**config.mk**
```make
export PLATFORM = sky130hd
export DESIGN_NAME = sem_front
export DESIGN_NICKNAME = d
export VERILOG_FILES = /design/src/sem_pkg.sv /design/src/sem_front.sv
export SDC_FILE = /design/constraint.sdc
export NUM_CORES = 1
export LEC_CHECK = 0
export BUFFER_PORTS_ARGS = -buffer_cell sky130_fd_sc_hd__buf_2
export CAP_MARGIN = 25
export CORE_UTILIZATION = 26
export CTS_CLUSTER_SIZE = 14
export DETAILED_ROUTE_END_ITERATION = 12
export PLACE_DENSITY = 0.53
export RECOVER_POWER = 100
export SETUP_SLACK_MARGIN = 0.1
export SLEW_MARGIN = 20
export SYNTH_ARGS = -nofsm -noshare
export SYNTH_HDL_FRONTEND = slang
export SYNTH_SLANG_ARGS = --single-unit
```
**constraint.sdc**
```tcl
create_clock -name clk -period 2.7 [get_ports clk]
set_clock_uncertainty 0.05 [all_clocks]
set_input_delay 0.675 -clock clk [delete_from_list [all_inputs] [get_ports clk]]
set_output_delay 0.675 -clock clk [all_outputs]
set_load 0.02 [all_outputs]
```
**src/sem_pkg.sv**
```systemverilog
package sem_pkg;

  localparam int PIX_W        = 8;
  localparam int CFG_DATA_W   = 13;
  localparam int CFG_INDEX_W  = 1;
  localparam int REG_WIDTH_W  = 11;
  localparam int REG_HEIGHT_W = 13;

  localparam int MAX_WIDTH_DEF  = 1024;
  localparam int MAX_HEIGHT_DEF = 4096;
  localparam int WIDTH_RESET    = 640;
  localparam int HEIGHT_RESET   = 480;
  localparam int QUEUE_DEPTH    = 4;

  // item opcodes
  localparam logic OP_PIXEL = 1'b0;
  localparam logic OP_DRAIN = 1'b1;

  // register indexes
  localparam logic [CFG_INDEX_W-1:0] REG_IMAGE_WIDTH  = 1'b0;
  localparam logic [CFG_INDEX_W-1:0] REG_IMAGE_HEIGHT = 1'b1;

  typedef struct packed {
    logic             opcode;
    logic [PIX_W-1:0] pixel_in;
  } in_item_t;

  typedef struct packed {
    logic [PIX_W-1:0] edge_pixel;
    logic             frame_end;
  } out_item_t;

  // command flags handed from the front to the back
  typedef struct packed {
    logic is_drain;   // read the line store only, no write
    logic emit;       // this command produces a result
    logic sobel;      // result is the gradient magnitude, else the direct value
    logic sel_lower;  // drain reads the lower line, else the upper line
    logic frame_end;  // final result of the frame
  } cmd_ctrl_t;

  // last valid index for a size register: zero reads as one, clamp to limit
  function automatic int unsigned clamp_last(input int unsigned value,
                                             input int unsigned limit);
    int unsigned r;
    if (value == 0) begin
      r = 0;
    end else if (value > limit) begin
      r = limit - 1;
    end else begin
      r = value - 1;
    end
    return r;
  endfunction

endpackage

```
**src/sem_front.sv**
```systemverilog
module sem_front import sem_pkg::*; #(
  parameter int MAX_WIDTH  = MAX_WIDTH_DEF,
  parameter int MAX_HEIGHT = MAX_HEIGHT_DEF,
  localparam int COL_W     = $clog2(MAX_WIDTH)
) (
  input  logic                   clk,
  input  logic                   rst,
  input  logic                   cfg_we,
  input  logic [CFG_INDEX_W-1:0] cfg_index,
  input  logic [CFG_DATA_W-1:0]  cfg_data,
  input  logic                   in_valid,
  output logic                   in_stall,
  input  in_item_t               in_item,
  input  logic                   q_full,
  output logic                   q_push,
  output cmd_ctrl_t              q_ctrl,
  output logic [COL_W-1:0]       q_col,
  output logic [PIX_W-1:0]       q_px
);

  localparam int ROW_W = $clog2(MAX_HEIGHT);

  logic [COL_W-1:0] last_col;
  logic [ROW_W-1:0] last_row;
  logic [COL_W-1:0] in_col, in_col_next;
  logic [ROW_W-1:0] in_row, in_row_next;
  logic [COL_W-1:0] out_col, out_col_next;
  logic [ROW_W-1:0] out_row, out_row_next;
  logic             frame_loaded, frame_loaded_next;

  logic accept;
  logic ready;
  logic border;
  logic last;
  logic emit;

  assign in_stall = q_full;
  assign accept   = in_valid && !q_full;
  assign q_px     = in_item.pixel_in;

  // an output trails the input by one row and one pixel
  assign ready  = (in_row >= ROW_W'(2)) || ((in_row == ROW_W'(1)) && (in_col != '0));
  assign border = (out_row == '0) || (out_row == last_row) ||
                  (out_col == '0) || (out_col == last_col);
  assign last   = (out_row == last_row) && (out_col == last_col);

  always_comb begin
    in_col_next       = in_col;
    in_row_next       = in_row;
    out_col_next      = out_col;
    out_row_next      = out_row;
    frame_loaded_next = frame_loaded;
    q_push            = 1'b0;
    q_ctrl            = '0;
    q_col             = in_col;
    emit              = 1'b0;

    if (accept) begin
      if (in_item.opcode == OP_PIXEL && !frame_loaded) begin
        q_push          = 1'b1;
        emit            = ready;
        q_ctrl.emit     = ready;
        q_ctrl.sobel    = ready && (in_col != '0) && !border;
        q_ctrl.frame_end = ready && last;
        if (in_col == last_col) begin
          in_col_next = '0;
          if (in_row == last_row) begin
            frame_loaded_next = 1'b1;
          end else begin
            in_row_next = in_row + ROW_W'(1);
          end
        end else begin
          in_col_next = in_col + COL_W'(1);
        end
      end else if (in_item.opcode == OP_DRAIN && frame_loaded) begin
        q_push           = 1'b1;
        emit             = 1'b1;
        q_col            = out_col;
        q_ctrl.is_drain  = 1'b1;
        q_ctrl.emit      = 1'b1;
        q_ctrl.sel_lower = (out_row == last_row);
        q_ctrl.frame_end = last;
      end
    end

    if (emit) begin
      if (last) begin
        in_col_next       = '0;
        in_row_next       = '0;
        out_col_next      = '0;
        out_row_next      = '0;
        frame_loaded_next = 1'b0;
      end else if (out_col == last_col) begin
        out_col_next = '0;
        out_row_next = out_row + ROW_W'(1);
      end else begin
        out_col_next = out_col + COL_W'(1);
      end
    end
  end

  always_ff @(posedge clk) begin
    if (rst) begin
      last_col     <= COL_W'(clamp_last(WIDTH_RESET, MAX_WIDTH));
      last_row     <= ROW_W'(clamp_last(HEIGHT_RESET, MAX_HEIGHT));
      in_col       <= '0;
      in_row       <= '0;
      out_col      <= '0;
      out_row      <= '0;
      frame_loaded <= 1'b0;
    end else if (cfg_we) begin
      case (cfg_index)
        REG_IMAGE_WIDTH: begin
          last_col <= COL_W'(clamp_last(32'(cfg_data[REG_WIDTH_W-1:0]), MAX_WIDTH));
        end
        REG_IMAGE_HEIGHT: begin
          last_row <= ROW_W'(clamp_last(32'(cfg_data[REG_HEIGHT_W-1:0]), MAX_HEIGHT));
        end
        default: begin
        end
      endcase
      in_col       <= '0;
      in_row       <= '0;
      out_col      <= '0;
      out_row      <= '0;
      frame_loaded <= 1'b0;
    end else begin
      in_col       <= in_col_next;
      in_row       <= in_row_next;
      out_col      <= out_col_next;
      out_row      <= out_row_next;
      frame_loaded <= frame_loaded_next;
    end
  end

`ifndef SYNTHESIS
  a_loaded_col_zero: assert property (@(posedge clk) disable iff (rst)
    frame_loaded |-> (in_col == '0))
    else $error("input column not parked while frame is loaded");

  a_cols_in_range: assert property (@(posedge clk) disable iff (rst)
    (in_col <= last_col) && (out_col <= last_col))
    else $error("column counter beyond row width");

  a_rows_in_range: assert property (@(posedge clk) disable iff (rst)
    (in_row <= last_row) && (out_row <= last_row))
    else $error("row counter beyond frame height");
`endif

endmodule

```
==> out/metrics.yaml <==
status:
  outcome: "finished with violations"
  violations: "setup timing"
clocking:
  htreeDepth: 3
  numCtsBuffers: 9
  cts-root-buf: "clkbuf_16"
  cts_buffer_depth: 2
  cts.sinks: 67
  cts_tree: "yes"
  clk_latency_ns: 0.33
  cts.reportedPaths.clkPinSlew_ns: 0.05
timing:
  final_hold_viol_count: 0
  hold_slack_ns: 0.4568
  period_share_pct: 103.7
  clock.fmax_mhz: 357.1
  worst_slew_pin_slew_ns: 0.7693
  setup_viol: 6
  relSlewSlack_pct: 48.71
  finalMaxSlewViolations: 0
  postLayoutSetupSlackWorst_ns: -0.1000
  rsz0062_at_grt: "yes"
  fin_crit_ns: 2.800
  fin_tns_setup_ns: -0.4730
critical_path:
  crit_required_ns: 1.98
  path_delay_family: "buffers and inverters"
  cp_common_cell: "buf_4"
  rr_endpoint: "out_col[0]"
  start_kind: "primary input"
  rr_worst_depth: 11
  reg2reg_slack_ns: 0.05
  path_class: "in -> out"
  crit_fanout: 3
  critPathCapture: "q_ctrl[2]"
  end_kind: "output pin"
  slowest_delay_ns: 0.30
  crit_buf_inv: 5
  startpoint: "in_item[8]"
  crit_chain: "buf_12 -> inv_12 -> ha_4 -> nand3b_1 -> a311oi_2 -> buf_4 -> buf_6 -> nor2_2 -> nor4_4 -> buf_4"
  cp.depth: 10
  r2r_start: "in_col[8]"
  arrival_ns: 2.08
  crit_path_top_delay_cell: "a311oi_2"
synth:
  yosys.area.top_type_share_pct: 30.12
  ys_ff_latch: 67
  synth_most_common_cell: "dfxtp_1"
  synthFlopType: "dfxtp_1"
  avgSynthCellArea_sq_um: 8.082
  synth.distinct_cells: 62
  seq_area_frac_synth_pct: 30.12
  syn_inst: 551
  ys.warnings.count: 0
  syn-cell-area_sq_mm: 0.004453
  netlist_top_cells_area: "dfxtp_1 30%, xor2_1 10%, a21oi_1 4.5%, nand2_1 4.1%, ha_1 3.7%"
  syn_nets: 592
  synth_top_cell_by_area: "dfxtp_1"
  synth-edff-count: 0
  synthArstFlopShare_pct: 0
  synth_common_cells: "67 x dfxtp_1, 52 x xor2_1, 49 x nand2_1"
grt:
  grt_max_degree: 22
  overflow: 0
  grt_pass1_wl_um: 21910
  grt_pass1_vias: 4189
  grt_usage_pct: 15.60
  antenna_found_initial: 0
floorplanning:
  num_rows: 47
  boundaryPins: 53
  die_h_um: 132.9
  floorplan.initialDensity_pct: 26.76
  die_area_sq_mm: 0.01765
  die_x_um: 132.9
  core_sq_mm: 0.01664
placement:
  place_congestion: 0.8707
  dp_hpwl_um: 10030
  port_buffers: 36
final_layout:
  n_antenna_cell: 0
  fin_nets: 656
  syn2layout_area_growth_pct: 28.63
  drive_gt1_share_pct: 26.29
  utilization_pct: 34.42
job:
  maxCapViolCount: 0
routing:
  drtIter0Drc: 222
  drc: 0
  first_pass_iters: 6
  totalWireLength_um: 13240
  drtAntennaViolNets: 0
  viasPerCell: 5.140
  wl_per_cell_um: 15.77
  num_vias: 4318
power:
  cellLeakagePower_nw: 2.096
  p_per_area_mw_per_mm2: 407.4
  irDropWorstVdd_mv: 0.2739
  power_mw: 2.333
worst_hold_path:
  whs_path_depth: 2
  hp-class: "reg -> reg"
[how the worst min path moves through the flow]
| stage | startpoint | slack (ns) | endpoint |
|---|---|---|---|
| global placement | out_row[11] | 0.46 | out_row[11] |
| floorplan | last_row[5] | 0.42 | last_row[5] |
| global route | last_row[10] | 0.48 | last_row[10] |
| finish | frame_loaded | 0.46 | frame_loaded |
| detailed placement | out_row[11] | 0.46 | out_row[11] |
| CTS | last_row[9] | 0.47 | last_row[9] |
[where the power goes]
group | internal, mW | leakage [nW] | total, mW | switching, mW
Combinational | 0.0837 | 1.41 | 0.195 | 0.111
Sequential | 1.01 | 0.549 | 1.04 | 0.0319
Clock | 0.670 | 0.137 | 1.10 | 0.427
Total | 1.76 | 2.10 | 2.33 | 0.571
[layout make-up]
type,instances,area [sq um]
fill,1766,10910
multi-input combinational,419,2967
sequential,67,1359
timing repair buffer,94,748.2
tap,220,275.3
clock buffer,14,264.0
inverter,24,105.1
clock inverter,2,10.01
[kinds of logic after synthesis]
family,count (synthesis),synth area share (%)
simple gates,211,25.93
flops,67,30.12
compound gates,120,17.56
buf+inv,65,7.249
xor+xnor,63,12.56
mux,9,2.248
fa+ha+maj,16,4.327
[state kept, by name, summed over array words and instances, names as in the netlist]
register / flops
in_row: 12
last_row: 12
out_row: 12
in_col: 10
last_col: 10
out_col: 10
frame_loaded: 1
[stage by stage]
stage	setup WS (ns)	area, sq um	std cells
detailed placement	-0.3034	5134	813
finish	-0.1000	5728	840
CTS	-0.1074	5589	835
global placement	-0.2886	5134	813
floorplan	0.04551	4576	551
global route	-0.1730	5728	840
[placed cells by master, fill, tap and decap left out, types with 9 or more instances in the layout]
cell type	instances
dfxtp_1	55
xor2_1	52
nand2_1	48
buf_4	47
a21oi_1	40
nor2_1	37
nand3_1	25
o21ai_0	23
buf_6	22
inv_1	20
buf_2	16
nand4_1	13
nor4_1	11
o31ai_1	11
dfxtp_2	11
xnor2_1	10
or4_1	10
or3_1	10
ha_1	10
and3_1	9
nor3_1	9
clkbuf_16	9
clkbuf_1	9
[worst min-delay path: stages (launching register included)]
cell     delay [ns]
dfxtp_4        0.36
a21oi_1        0.04
nor2_1         0.07
[per-layer routing]
layer	share of wire, %	GRT usage, %	up-vias
li1	-	-	2117
met2	48	25.33	90
met1	48	20.73	2098
met5	0	0	-
met3	3.4	2.797	13
met4	1.2	5.172	0
[timing repair]
| item | CTS | global route |
|---|---|---|
| gates resized for setup | 39 | 39 |
| pin swaps | 9 | 7 |
| gates cloned | 1 | 0 |
| setup buffers | 8 | 5 |
| hold buffers | 0 | 0 |
| endpoints found under the hold margin | 0 | 0 |
| endpoints found under the setup margin | 22 | 21 |
No activity file was read; power rests on OpenSTA's default activity.
