==> config.mk <==
export PLATFORM = sky130hd
export DESIGN_NAME = sem_queue
export DESIGN_NICKNAME = d
export VERILOG_FILES = /design/src/sem_pkg.sv /design/src/sem_queue.sv
export SDC_FILE = /design/constraint.sdc
export NUM_CORES = 1
export LEC_CHECK = 0
export BUFFER_PORTS_ARGS = -buffer_cell sky130_fd_sc_hd__buf_2
export CAP_MARGIN = 20
export CORE_MARGIN = 8
export CORE_UTILIZATION = 60
export CTS_CLUSTER_SIZE = 10
export DETAILED_ROUTE_END_ITERATION = 7
export GPL_TIMING_DRIVEN = 0
export PLACE_DENSITY = 0.83
export SLEW_MARGIN = 30
export SYNTH_ARGS = -nofsm -noshare
export SYNTH_HDL_FRONTEND = slang
export SYNTH_SLANG_ARGS = --single-unit
==> constraint.sdc <==
create_clock -name clk -period 3.6 [get_ports clk]
set_clock_uncertainty 0.05 [all_clocks]
set_input_delay 0.18 -clock clk [delete_from_list [all_inputs] [get_ports clk]]
set_output_delay 0.18 -clock clk [all_outputs]
set_load 0.05 [all_outputs]
==> src/sem_pkg.sv <==
package sem_pkg;

  localparam int PIX_W        = 8;
  localparam int CFG_DATA_W   = 13;
  localparam int CFG_INDEX_W  = 1;
  localparam int REG_WIDTH_W  = 11;
  localparam int REG_HEIGHT_W = 13;

  localparam int MAX_WIDTH_DEF  = 1024;
  localparam int MAX_HEIGHT_DEF = 4096;
  localparam int WIDTH_RESET    = 640;
  localparam int HEIGHT_RESET   = 480;
  localparam int QUEUE_DEPTH    = 4;

  // item opcodes
  localparam logic OP_PIXEL = 1'b0;
  localparam logic OP_DRAIN = 1'b1;

  // register indexes
  localparam logic [CFG_INDEX_W-1:0] REG_IMAGE_WIDTH  = 1'b0;
  localparam logic [CFG_INDEX_W-1:0] REG_IMAGE_HEIGHT = 1'b1;

  typedef struct packed {
    logic             opcode;
    logic [PIX_W-1:0] pixel_in;
  } in_item_t;

  typedef struct packed {
    logic [PIX_W-1:0] edge_pixel;
    logic             frame_end;
  } out_item_t;

  // command flags handed from the front to the back
  typedef struct packed {
    logic is_drain;   // read the line store only, no write
    logic emit;       // this command produces a result
    logic sobel;      // result is the gradient magnitude, else the direct value
    logic sel_lower;  // drain reads the lower line, else the upper line
    logic frame_end;  // final result of the frame
  } cmd_ctrl_t;

  // last valid index for a size register: zero reads as one, clamp to limit
  function automatic int unsigned clamp_last(input int unsigned value,
                                             input int unsigned limit);
    int unsigned r;
    if (value == 0) begin
      r = 0;
    end else if (value > limit) begin
      r = limit - 1;
    end else begin
      r = value - 1;
    end
    return r;
  endfunction

endpackage

==> src/sem_queue.sv <==
module sem_queue import sem_pkg::*; #(
  parameter int DATA_W = 8,
  parameter int DEPTH  = QUEUE_DEPTH
) (
  input  logic              clk,
  input  logic              rst,
  input  logic              push,
  input  logic [DATA_W-1:0] push_data,
  input  logic              pop,
  output logic [DATA_W-1:0] head_data,
  output logic              full,
  output logic              empty
);

  localparam int PTR_W = (DEPTH > 1) ? $clog2(DEPTH) : 1;
  localparam int CNT_W = $clog2(DEPTH + 1);

  logic [DATA_W-1:0] slots [DEPTH];
  logic [PTR_W-1:0]  wr_ptr;
  logic [PTR_W-1:0]  rd_ptr;
  logic [CNT_W-1:0]  count;
  logic              do_push;
  logic              do_pop;

  assign full      = (count == CNT_W'(DEPTH));
  assign empty     = (count == '0);
  assign do_push   = push && !full;
  assign do_pop    = pop && !empty;
  assign head_data = slots[rd_ptr];

  always_ff @(posedge clk) begin
    if (do_push) begin
      slots[wr_ptr] <= push_data;
    end
  end

  always_ff @(posedge clk) begin
    if (rst) begin
      wr_ptr <= '0;
      rd_ptr <= '0;
      count  <= '0;
    end else begin
      if (do_push) begin
        wr_ptr <= (wr_ptr == PTR_W'(DEPTH - 1)) ? '0 : wr_ptr + PTR_W'(1);
      end
      if (do_pop) begin
        rd_ptr <= (rd_ptr == PTR_W'(DEPTH - 1)) ? '0 : rd_ptr + PTR_W'(1);
      end
      if (do_push && !do_pop) begin
        count <= count + CNT_W'(1);
      end else if (do_pop && !do_push) begin
        count <= count - CNT_W'(1);
      end
    end
  end

endmodule

==> summary by stage, run 1 <==
Status
The flow ran to the end, and the final reports show no timing, DRC or antenna violations.

Floorplanning
After floorplanning, the core was sized to cover 2690 sq um. The die is 68.4 um tall. In this run the core area contains 19 standard-cell rows. The floorplan step defined a die boundary enclosing 4670 sq um. For this design the top-level I/O count stands at 22. The die outline width is 68.4 um. The starting utilization of the core area is 0.612.

Route
The final routed wire length divided by cell count is 16.8 um. Routed signal wires occupy layers up through met4. The detailed-routing iteration count for the pre-antenna-repair pass is 2. The number of DRC markers in iteration 0 is 15. The sum of routed wire segments on met1 is 1050 um. The routed length on met2 is 1370 um. The routed length on met3 is 178 um. The total number of vias is 874.

Using the TritonRoute via totals, the vias-per-cell ratio works out to 5.50. Once detail routing completed, the nets flagged for antenna violations numbered 0. In the routed design, unresolved DRC markers number 0. The total wire length after detailed routing is 2660 um.

Setup path
The critical path is of the flop to flop type. STA classifies the critical path startpoint as a flop. Grouping stages by cell kind, the critical path spends the most delay in simple AND/OR/NAND/NOR gates. Data on the critical path is required at its endpoint by 3.84 ns.

For this run, the slowest stage of the critical path takes 0.46 ns. In this run the worst path has a maximum fanout of 7. Walking the worst path, the cells encountered are or3b_1 > buf_6 > clkinv_4 > nor2_2 > ha_1 > inv_1 > fa_1 > xor2_1 > or3_2 > a21oi_1. The worst register-to-register path has a depth of 10. The capturing element type of the critical path is a flop. The slowest stage of the critical path is the sky130_fd_sc_hd__dfxtp_1 cell. The buffers plus inverters on the worst setup path is 3. Counting buffers and inverters, the worst setup path is 10 cells deep.

The arrival time of the worst setup path is 2.66 ns.

Clock tree
The maximum buffer depth of the clock tree is 2. Clock-pin slew was measured on the worst setup and hold paths at 0.12 ns. The post-cts repair resize count is 0.

The number of levels in the clock H-tree is 2. After clock tree synthesis, the flow added hold-fix buffers numbering 8. The setup fix buffers added after clock tree synthesis is 0. The later pin in the worst-skew pair is clocked with a latency of 0.36 ns. The number of sinks on the clock net is 41. TritonCTS built the clock tree.

Counting the buffers created by CTS gives 5. The clock root buffer is sky130_fd_sc_hd__clkbuf_4.

Synthesis
For this run, asynchronously set or reset flops after synthesis account for 0. Of the synthesized area, sequential elements account for 0.694. The cell count after synthesis came out at 92. The Yosys step of the flow raised 0 warnings. The net count of the mapped netlist is 111. The synthesized cell area is 1650 sq um. Yosys mapped the design onto 26 distinct sky130hd cell types. Averaged over all synthesized cells, the footprint is 17.9 sq um. The dominant synthesized flop cell is sky130_fd_sc_hd__edfxtp_1. The number of flops mapped to enable cells by yosys is 32. In this run, synthesis produced a sequential element count of 41.

Placement
The standard cell area after detailed placement is 1780 sq um. The quantity of I/O buffers inserted on ports is 20. Routability-driven placement finished with a final weighted congestion of 0.644. In this run, placement finished with an instance count of 143. The HPWL after detailed placement is 1820 um.

Timing
The final cycle utilization of the critical path is 0.674. Final hold analysis gives a worst-case slack of 0.0777 ns. The number of failing hold endpoints at the final stage is 0.

Setup violations remaining at the end of the flow were counted as 0. Headroom to the max-slew limit came out at 0.679. The top achievable clock speed is 412 MHz.

The final number of max-transition violations is 0. Setup repair after global routing left no endpoint under its margin. The clock period could shrink to 2.43 ns. The final total negative setup slack is 0 ns.

At the pin with the least slew margin, the transition time is 0.482 ns.

Global routing
The global-route wire length before repair is 4390 um. Entering global routing, the biggest net connects 13 pins. The number of global-route vias before repair was 990.

The initial antenna violation count is 0. In the global route stage, overall resource usage came out at 0.136. The overflow left after global routing is 0.

Power
Summed over all cells, the static leakage comes to 0.734 nW. The power after layout is 1.41 mW. The power density of the placed cells is 721 nW/um^2. The worst-case IR drop observed on VDD is 650 uV.

Worst hold path
In this run the worst hold path is classified as primary input to flop. The worst hold path passes through 3 cells.

Final layout
At the end of the flow, the number of nets in the layout was 146. The layout-stage area growth over the synthesis result is 18.5%. The top cell types in the final layout, fill and taps aside, are sky130_fd_sc_hd__edfxtp_1, sky130_fd_sc_hd__buf_2, sky130_fd_sc_hd__dfxtp_1.

The count of placed standard cells in the final layout, fillers left out is 159. The number of antenna diodes in the final layout is 0. The share of post-route cells with drive strength above 1 is 0.359. After routing the design area is 1950 sq um.

Leaving out fill and tap cells, the most frequent cell in the layout is sky130_fd_sc_hd__edfxtp_1.

Job
Max-cap violations in this run came to 0.
[power breakdown]
part	switching [mW]	internal [mW]	leakage, nW
registers	0.0347	0.577	0.367
logic	0.314	0.168	0.322
clock network	0.146	0.166	0.0455
total	0.495	0.910	0.734
[worst paths after layout]
check             slack, ns      start         to
setup / recovery       1.17   count[0]   count[2]
hold / removal         0.08       push  wr_ptr[1]
setup reg to reg       1.17   count[0]   count[2]
hold reg to reg        0.47  rd_ptr[0]  rd_ptr[0]
[state kept, by name, indices dropped and copies added (netlist names), named ones only]
register and flops:
count 3, rd_ptr 2, slots 32, wr_ptr 2
[routing by layer]
layer / vias to the layer above / GRT usage
met5: - / 0
met4: 0 / 0.0997
met3: 8 / 0.0442
met2: 21 / 0.229
met1: 426 / 0.138
li1: 419 / -
[cell families after synthesis]
kind of cell / Yosys count / synth area share
muxes: 10 / 0.122
adders and majority gates: 7 / 0.0578
DFF: 41 / 0.694
buffers and inverters: 9 / 0.0289
and+or+nand+nor: 16 / 0.0570
AOI/OAI and AO/OA: 7 / 0.0304
xor gates and xnor gates: 2 / 0.0106
[cell usage after synthesis, types with 2 or more instances]
library cell / instances / area, sq um
sky130_fd_sc_hd__edfxtp_1: 32 / 961
sky130_fd_sc_hd__dfxtp_1: 9 / 180
sky130_fd_sc_hd__mux4_2: 8 / 180
sky130_fd_sc_hd__ha_1: 6 / 75.1
sky130_fd_sc_hd__and3_2: 4 / 30.0
sky130_fd_sc_hd__inv_1: 4 / 15.0
sky130_fd_sc_hd__a21oi_1: 3 / 15.0
sky130_fd_sc_hd__nor2_1: 3 / 11.3
sky130_fd_sc_hd__mux2i_1: 2 / 20.0
sky130_fd_sc_hd__nand3_1: 2 / 10.0
sky130_fd_sc_hd__nor3_1: 2 / 10.0
sky130_fd_sc_hd__o31ai_2: 2 / 25.0
sky130_fd_sc_hd__xor2_1: 2 / 17.5
[final cells by class]
class                   instances  area, sq um
clock inverters                 1         30.0
clock buffers                   7         55.1
inverters                       5         23.8
well taps                      31         38.8
repair buffers                 28          180
fillers                       164          737
flip-flops and latches         41         1140
plain buffers                   4         23.8
multi-input cells              42          457
[worst reg2reg max path, cell delays in order (launching register included)]
cell,delay [ns]
sky130_fd_sc_hd__dfxtp_1,0.46
sky130_fd_sc_hd__or3b_1,0.16
sky130_fd_sc_hd__buf_6,0.12
sky130_fd_sc_hd__clkinv_4,0.05
sky130_fd_sc_hd__nor2_2,0.14
sky130_fd_sc_hd__ha_1,0.21
sky130_fd_sc_hd__inv_1,0.06
sky130_fd_sc_hd__fa_1,0.37
sky130_fd_sc_hd__xor2_1,0.16
sky130_fd_sc_hd__or3_2,0.41
sky130_fd_sc_hd__a21oi_1,0.16
[metrics by stage]
step / utilization / worst slack [ns]
floorplan: - / 1.29
global placement: 0.664 / 1.32
detailed placement: 0.664 / 1.21
CTS: 0.726 / 1.17
global route: 0.726 / 1.05
finish: 0.726 / 1.17
Power figures use the tool's default switching activity.
==> inputs of run 2 (changes only) <==
--- a/config.mk
+++ b/config.mk
@@ -5,14 +5,15 @@
 export SDC_FILE = /design/constraint.sdc
 export NUM_CORES = 1
 export LEC_CHECK = 0
+export ABC_AREA = 1
 export BUFFER_PORTS_ARGS = -buffer_cell sky130_fd_sc_hd__buf_2
 export CAP_MARGIN = 20
 export CORE_MARGIN = 8
-export CORE_UTILIZATION = 60
+export CORE_UTILIZATION = 50
 export CTS_CLUSTER_SIZE = 10
 export DETAILED_ROUTE_END_ITERATION = 7
 export GPL_TIMING_DRIVEN = 0
-export PLACE_DENSITY = 0.83
+export PLACE_DENSITY = 0.73
 export SLEW_MARGIN = 30
 export SYNTH_ARGS = -nofsm -noshare
 export SYNTH_HDL_FRONTEND = slang
==> constraint.sdc (replaced) <==
create_clock -name clk -period 2.1 [get_ports clk]
set_clock_uncertainty 0.05 [all_clocks]
set_input_delay 0.105 -clock clk [delete_from_list [all_inputs] [get_ports clk]]
set_output_delay 0.105 -clock clk [all_outputs]
set_load 0.05 [all_outputs]
==> run 2 against run 1 <==
Routed wire length grew 18%. Worst hold slack got worse by 0.062 ns. Combinational power grew 130%. Cell area up 4.1%. Critical path depth fell by 1. Via count rose by 31%. Sequential share of layout area shrank 2.3 points. Register-to-register slack lost 1.0 ns. Non-clock buffer count did not move. Largest power group is now combinational logic.
==> summary by stage, run 2 <==
Status
The flow ran to the end, and the final reports show no timing, DRC or antenna violations.

Synthesis
The synthesized-area fraction occupied by adder cells is 0.0560 (-0.00175). The most used flip-flop cell after synthesis is sky130_fd_sc_hd__edfxtp_1. The number of flops mapped to enable cells by yosys is 32 (unchanged).

The compound-cell area share of the yosys netlist is 0.0922 (+0.0618). Yosys attributes the largest share of cell area to sky130_fd_sc_hd__edfxtp_1, sky130_fd_sc_hd__dfxtp_1, sky130_fd_sc_hd__nor2_1. The synthesized cell area is 1700 sq um (+3.1%). The count of mapped cells out of synthesis came to 147 (+60%). The number of flip-flops and latches in the synthesized netlist came to 41 (unchanged). The share of async-settable or async-resettable flops after synthesis is 0 (unchanged). Summed over all instances, the cell type with the most area after synthesis is sky130_fd_sc_hd__edfxtp_1. The count of yosys warnings during synthesis is 0 (unchanged). The largest family of logic cells by synthesized area is simple AND/OR/NAND/NOR gates. The simple logic cell fraction of the synthesized area is 0.121 (+0.0639). The sequential element share of the synthesized area came to 0.673 (-0.0210). The net count of the mapped netlist came to 166 (+50%). The multiplexer fraction of the synthesized cell area is 0 (-0.122). The distinct cell type count after synthesis was 19 (-27%). The commonest cells after synthesis are sky130_fd_sc_hd__nor2_1, sky130_fd_sc_hd__edfxtp_1, sky130_fd_sc_hd__inv_1. Among all cell types in the netlist, the one instantiated most often is sky130_fd_sc_hd__nor2_1. The mean area per synthesized cell is 11.5 sq um (-35%).

The fraction of synthesized cell area taken by the top area cell type is 0.566 (-0.0177). The share of the synthesized netlist area taken by xor and xnor gates is 0.00516 (-0.00548).

Final layout
The area occupied by registers was 1140 sq um (unchanged). The net total in the final layout is 203 (+39%). The number of flip-flops in the largest register is 32 (unchanged). The multi-input gate area in the final layout was 470 sq um (+3.0%). The number of diodes added for antenna fixing is 0 (unchanged). The largest registers in the layout are slots: 32 flops, count: 3 flops. The top cell types in the final layout, fill and taps aside, are sky130_fd_sc_hd__nor2_1, sky130_fd_sc_hd__edfxtp_1, sky130_fd_sc_hd__buf_2. The share of post-route cells with drive strength above 1 is 0.195 (-0.165). The count of placed standard cells in the final layout, fillers left out was 231 (+45%). The area growth from synthesis to layout is 19.6%. The utilization of the core after routing is 0.613 (-0.113). The filler cell count is 286 (+74%). The largest register by flop count is slots.

Clock tree
The tree is rooted in a sky130_fd_sc_hd__clkbuf_4. The number of sinks on the clock net is 41 (unchanged). The clock-pin slew on the worst setup and hold paths was 0.11 ns (about the same). TritonCTS built the clock tree. The maximum buffer depth of the clock tree is 2 (unchanged). The clock insertion delay at the later pin of the skew report was 0.33 ns (-0.03 ns). The number of buffers created by CTS is 5 (unchanged). The number of levels in the clock H-tree is 2 (unchanged).

Route
The mean number of vias per cell came to 4.94 (-10%). The number of DRC markers in iteration 0 is 101 (+86). The final routed wire length divided by cell count is 13.6 um (-19%). The DRC violation count after routing came to 0 (unchanged).

The total wire length after detailed routing is 3140 um (+18%). The total number of vias is 1141 (+31%). The remaining antenna violation count after routing is 0 (unchanged). The detailed-routing iteration count for the pre-antenna-repair pass came to 4 (+2).

Global routing
The initial antenna violation count came to 0 (unchanged). The number of global-route vias before repair was 1131 (+14%). The global router's overall resource usage is 0.128 (-0.00721). The largest net degree at the start of global routing is 13 (unchanged). The overflow left after global routing is 0 (unchanged). The global-route wire length before repair was 5240 um (+20%).

Setup path
By startpoint and endpoint, the worst setup path is classified as flop to flop. The required time at the endpoint of the critical path is 2.28 ns (-1.56 ns). STA classifies the critical path endpoint as a flop. STA classifies the critical path startpoint as a flop. The maximum net fanout on the critical path is 7 (unchanged). The arrival time of the worst setup path is 2.10 ns (-0.56 ns).

Timing
Setup repair after global routing left no endpoint under its margin. The post-layout minimum cycle time was 1.92 ns (-0.504 ns). The final total negative setup slack is 0 ns (unchanged). The final number of max-transition violations came to 0 (unchanged). The count of final setup violators is 0 (unchanged). The worst relative slew slack is 0.480 (-0.199). The top achievable clock speed was 520 MHz (+26%). The transition at the pin with the smallest max-transition slack is 0.778 ns (+0.296 ns).

The number of failing hold endpoints at the final stage is 0 (unchanged). The final cycle utilization of the critical path is 0.916 (+0.242). The worst hold slack was 0.0157 ns (-0.0620 ns).

Power
The net switching component of the power is 1.15 mW (+130%). The switching power as a share of total power is 0.422 (+0.0700). The share of power burned in registers was 0.405 (-0.030). The internal power consumption is 1.57 mW (+72%). The part of the total power dissipated in the clock network is 0.178 (-0.044). The power density of the placed cells is 1340 nW/um^2 (+85%).

The power after layout came to 2.71 mW (+93%). The share of total power in combinational logic is 0.417 (+0.074). The static leakage is 0.823 nW (+12%). The worst ir drop on vdd is 730 uV (+12%).

Floorplanning
The total die area was 5510 sq um (+18%). The height of the chip is 74.3 um (+8.6%). The die outline width is 74.3 um (+8.6%).

The placeable core region came to 3310 sq um (+23%). The number of cell rows is 21 (+2). The starting utilization of the core area is 0.512 (-0.100). The top-level port count is 22 (unchanged).

Placement
The final weighted congestion in routability-driven placement came to 0.712 (+11%). The quantity of I/O buffers inserted on ports is 21 (+5.0%). The placed instance count was 214 (+50%). The post-detailed-placement half-perimeter wirelength is 2170 um (+20%).

Job
The total of max-cap violations is 0 (unchanged).

Worst hold path
The path class of the tightest hold or removal check is primary input to flop.
run 2: path summary, 6_finish.rpt:
| path | start | cells after the start | slack, ns | to |
|---|---|---|---|---|
| setup / recovery | count[1] | 9 | 0.18 | count[1] |
| hold / removal | pop | 4 | 0.02 | flop |
| setup reg to reg | count[1] | 9 | 0.18 | count[1] |
| hold reg to reg | rd_ptr[1] | 2 | 0.49 | flop |
run 2: power groups by stage:
| stage | clock network (mW) | registers, mW | logic (mW) |
|---|---|---|---|
| after floorplan | 0 | 1.09 | 0.872 |
| after global placement | 0 | 1.11 | 1.08 |
| after detailed placement | 0 | 1.12 | 1.12 |
| after CTS | 0.497 | 1.10 | 1.14 |
| after global routing | 0.528 | 1.12 | 1.24 |
| final | 0.483 | 1.10 | 1.13 |
run 2: logic make-up (layout without fill, tap and decap cells):
group / count (synthesis) / after routing
AOI/OAI and AO/OA: 27 / 27
adders and majority gates: 7 / 7
and+or+nand+nor: 51 / 51
DFF: 41 / 41
xor gates and xnor gates: 1 / 1
buffers and inverters: 20 / 58
run 2: per-stage QoR:
stage                     setup slack (ns)  cell area (sq um)
after detailed placement             0.114               1860
after floorplan                      0.360               1700
final                                0.177               2030
after CTS                            0.123               2020
after global placement               0.249               1860
after global routing                0.0366               2030
run 2: cell type report:
type	count	area share
tap	46	0.0284
buffer	2	0.0111
sequential	41	0.562
timing repair buffer	30	0.0962
clock buffer	6	0.0203
multi-input combinational	86	0.232
clock inverter	2	0.0166
inverter	18	0.0333
run 2: layer usage:
layer  wire [um]  global-route usage  vias up
met5           0                   0        -
met3         143              0.0445        3
met2        1560               0.208       24
li1            -                   -      578
met1        1410               0.160      536
met4          25              0.0326        0
run 2: worst max-delay path, cell delays in order (launching register included):
cell and delay, ns:
sky130_fd_sc_hd__dfxtp_1 0.36, sky130_fd_sc_hd__nor2_2 0.16, sky130_fd_sc_hd__nand2_2 0.10, sky130_fd_sc_hd__nand2_2 0.14, sky130_fd_sc_hd__inv_1 0.06, sky130_fd_sc_hd__ha_1 0.20
sky130_fd_sc_hd__inv_1 0.08, sky130_fd_sc_hd__fa_1 0.41, sky130_fd_sc_hd__o21ai_0 0.19, sky130_fd_sc_hd__nor2_1 0.07
run 2: what timing repair did:
item | CTS | global route
resized for setup | 0 | 2
hold buffers | 9 | 0
endpoints found under the hold margin | 33 | 0
buffers inserted | 0 | 0
setup endpoints to repair | 0 | 1
==> inputs of run 3 (changes only) <==
==> constraint.sdc (replaced) <==
create_clock -name clk -period 1.6 [get_ports clk]
set_clock_uncertainty 0.05 [all_clocks]
set_input_delay 0.08 -clock clk [delete_from_list [all_inputs] [get_ports clk]]
set_output_delay 0.08 -clock clk [all_outputs]
set_load 0.05 [all_outputs]
==> run 3 against run 2 <==
The run now ends with setup timing left. Critical path depth grew 2. Cell count increased by 6.9%. Routed wire length rose by 11%. Die area stayed put. Sequential share of layout area shrank 7.8 points. Fmax is 13% higher. Non-clock buffer count up 16. Flip-flop and latch count stayed put. Critical endpoint is now count[2].
==> summary by stage, run 3 (synthesized netlist as in run 2, its figures left out) <==
Clock tree
CTS placed an instance of sky130_fd_sc_hd__clkbuf_4 at the clock tree root. TritonCTS built the clock tree. The clock insertion delay at the later pin of the skew report is 0.34 ns (about the same). The maximum buffer depth of the clock tree is 2 (unchanged). The number of sinks on the clock net came to 41 (unchanged). The number of levels in the clock H-tree is 2 (unchanged).

The number of buffers created by CTS is 5 (unchanged). The clock-pin slew on the worst setup and hold paths was 0.12 ns (about the same).

Status
The final reports fail on setup timing. The flow ran to the end, but the final reports show violations.

Placement
The quantity of I/O buffers inserted on ports was 21 (unchanged). The pre-CTS worst setup slack is -0.138 ns (-0.252 ns). The standard cell area after detailed placement was 1900 sq um (+2.2%). The post-detailed-placement half-perimeter wirelength came to 2140 um (-1.3%). The final weighted congestion in routability-driven placement came to 0.713 (+0.14%).

Power
The worst ir drop on vdd came to 959 uV (+31%). The static leakage is 0.962 nW (+17%). The power density of the placed cells came to 1790 nW/um^2 (+34%).

Timing
The count of final setup violators is 2 (+2). The number of failing hold endpoints at the final stage is 0 (unchanged). The top achievable clock speed is 588 MHz (+13%). The setup slack after layout came to -0.0997 ns (-0.277 ns).

The post-layout minimum cycle time is 1.70 ns (-0.223 ns). The final cycle utilization of the critical path came to 1.06 (+0.147). The final number of max-transition violations was 0 (unchanged).

The transition at the pin with the smallest max-transition slack is 0.529 ns (-0.248 ns). The worst relative slew slack is 0.647 (+0.167). Setup repair after global routing could not meet its margin everywhere.

Setup path
The arrival time of the worst setup path came to 1.93 ns (-0.17 ns). The startpoint identified for the worst register-to-register timing path is count[0]. STA classifies the critical path endpoint as a flop. The required time at the endpoint of the critical path is 1.83 ns (-0.45 ns). The worst setup path is launched from a flop. The number of cells traversed by the worst register-to-register path is 11 (+2).

The worst setup path is of the flop to flop kind. The setup slack of the most critical reg-to-reg path is -0.1 ns (-0.28 ns). The terminus of the critical flop-to-flop path is count[2]. The maximum net fanout on the critical path is 2 (-5).

Job
The total of max-cap violations is 0 (unchanged).

Worst hold path
The type of the worst min-delay path is primary input to flop. The number of cells traversed by the worst hold path is 4 (unchanged). The worst hold path startpoint is pop.

Final layout
In the final layout, the registers with the most flip-flops are slots: 32 flops, count: 3 flops. The number of diodes added for antenna fixing came to 0 (unchanged). The net total in the final layout is 219 (+7.9%). The most common cell after layout, fill and taps aside is sky130_fd_sc_hd__edfxtp_1.

Relative to the synthesized area, the layout overhead comes to 40.9%. Leaving out fill and tap cells, the most frequent cells in the layout are sky130_fd_sc_hd__edfxtp_1, sky130_fd_sc_hd__nor2_1, sky130_fd_sc_hd__buf_4. The filler cell count is 231 (-19%).

The area occupied by registers is 1160 sq um (+1.3%). The final instance area was 2390 sq um (+18%). The number of flip-flops in the largest register is 32 (unchanged). The share of post-route cells with drive strength above 1 came to 0.418 (+0.223).

Ranked by flip-flop count, first place goes to slots. The multi-input gate area in the final layout came to 603 sq um (+28%).

Route
The sum of routed wire segments on met1 is 1510 um (+7.1%). The routed length on met2 is 1770 um (+14%). The highest metal layer carrying signal wires in the routed design is met4. The number of DRC markers in iteration 0 is 75 (-26%). The final routed wire length divided by cell count is 14.2 um (+4.2%). The remaining antenna violation count after routing was 0 (unchanged).

The total number of vias is 1239 (+8.6%). The total wire length after detailed routing is 3500 um (+11%). The DRC violation count after routing was 0 (unchanged). The routed length on met3 was 148 um (+3.5%). The detailed-routing iteration count for the pre-antenna-repair pass is 4 (unchanged). The mean number of vias per cell came to 5.02 (+1.6%).

Global routing
The global router's overall resource usage is 0.130 (+0.00198). The largest net degree at the start of global routing is 14 (+1). The initial antenna violation count came to 0 (unchanged). The number of global-route vias before repair is 1168 (+3.3%). The global-route wire length before repair is 5200 um (-0.93%). The overflow left after global routing was 0 (unchanged).

Floorplanning
The die outline width is 74.3 um (unchanged). The height of the chip came to 74.3 um (unchanged). The placeable core region came to 3310 sq um (unchanged).

The starting utilization of the core area came to 0.512 (unchanged). The top-level port count came to 22 (unchanged). The number of cell rows is 21 (unchanged). The total die area is 5510 sq um (unchanged).
run 3: cell type report:
| cell class | instances | share of cell area |
|---|---|---|
| inverters | 18 | 0.0335 |
| repair buffers | 46 | 0.161 |
| multi-input cells | 86 | 0.252 |
| well taps | 46 | 0.0241 |
| clock inverters | 3 | 0.0173 |
| flip-flops and latches | 41 | 0.484 |
| plain buffers | 2 | 0.0126 |
| clock buffers | 5 | 0.0157 |
run 3: critical path, stage by stage (launching register included):
cell                      delay (ns)
sky130_fd_sc_hd__dfxtp_4        0.37
sky130_fd_sc_hd__nor2_4         0.17
sky130_fd_sc_hd__nand2_4        0.08
sky130_fd_sc_hd__nand2_4        0.08
sky130_fd_sc_hd__ha_4           0.15
sky130_fd_sc_hd__inv_4          0.04
sky130_fd_sc_hd__fa_2           0.37
sky130_fd_sc_hd__inv_2          0.06
sky130_fd_sc_hd__nand2_2        0.06
sky130_fd_sc_hd__nand4_1        0.07
sky130_fd_sc_hd__nand2_1        0.06
sky130_fd_sc_hd__nor2_1         0.11
run 3: per-stage QoR:
step	hold WS [ns]	total power, mW	utilization	setup TNS (ns)	cells
after floorplan	0.0927	2.65	-	-0.0399	147
after global placement	0.193	2.97	0.574	-2.32	214
after detailed placement	0.196	3.02	0.574	-2.97	214
after CTS	0.00621	3.90	0.662	-1.57	241
after global routing	0.0253	4.52	0.722	-0.402	247
final	0.0170	4.28	0.722	-0.189	247
run 3: how the worst max path moves through the flow:
stage,slack [ns],cells past startpoint,endpoint,from
5_1_grt,-0.18,11,count[2],count[0]
4_1_cts,-0.11,9,count[1],count[1]
3_5_place_dp,-0.14,11,count[2],count[0]
6_report,-0.1,11,count[2],count[0]
3_3_place_gp,-0.09,9,count[1],count[0]
2_1_floorplan,-0.02,9,count[1],count[0]
run 3: where the power goes:
group          total (mW)  internal [mW]  leakage, nW  switching [mW]
registers            1.49           1.34        0.370           0.149
logic                2.14          0.849        0.553            1.29
clock network       0.648          0.324       0.0389           0.324
run 3: timing repair:
item	CTS	global route
hold buffers	10	0
cloned	0	2
endpoints found under the setup margin	42	26
resized for setup	17	42
pin swaps	8	19
endpoints found under the hold margin	34	0
buffers inserted	9	4
run 3: routing by layer:
metal / track usage / vias to the layer above
met5: 0 / -
met2: 0.232 / 27
li1: - / 613
met4: 0.0457 / 0
met1: 0.139 / 592
met3: 0.0458 / 7
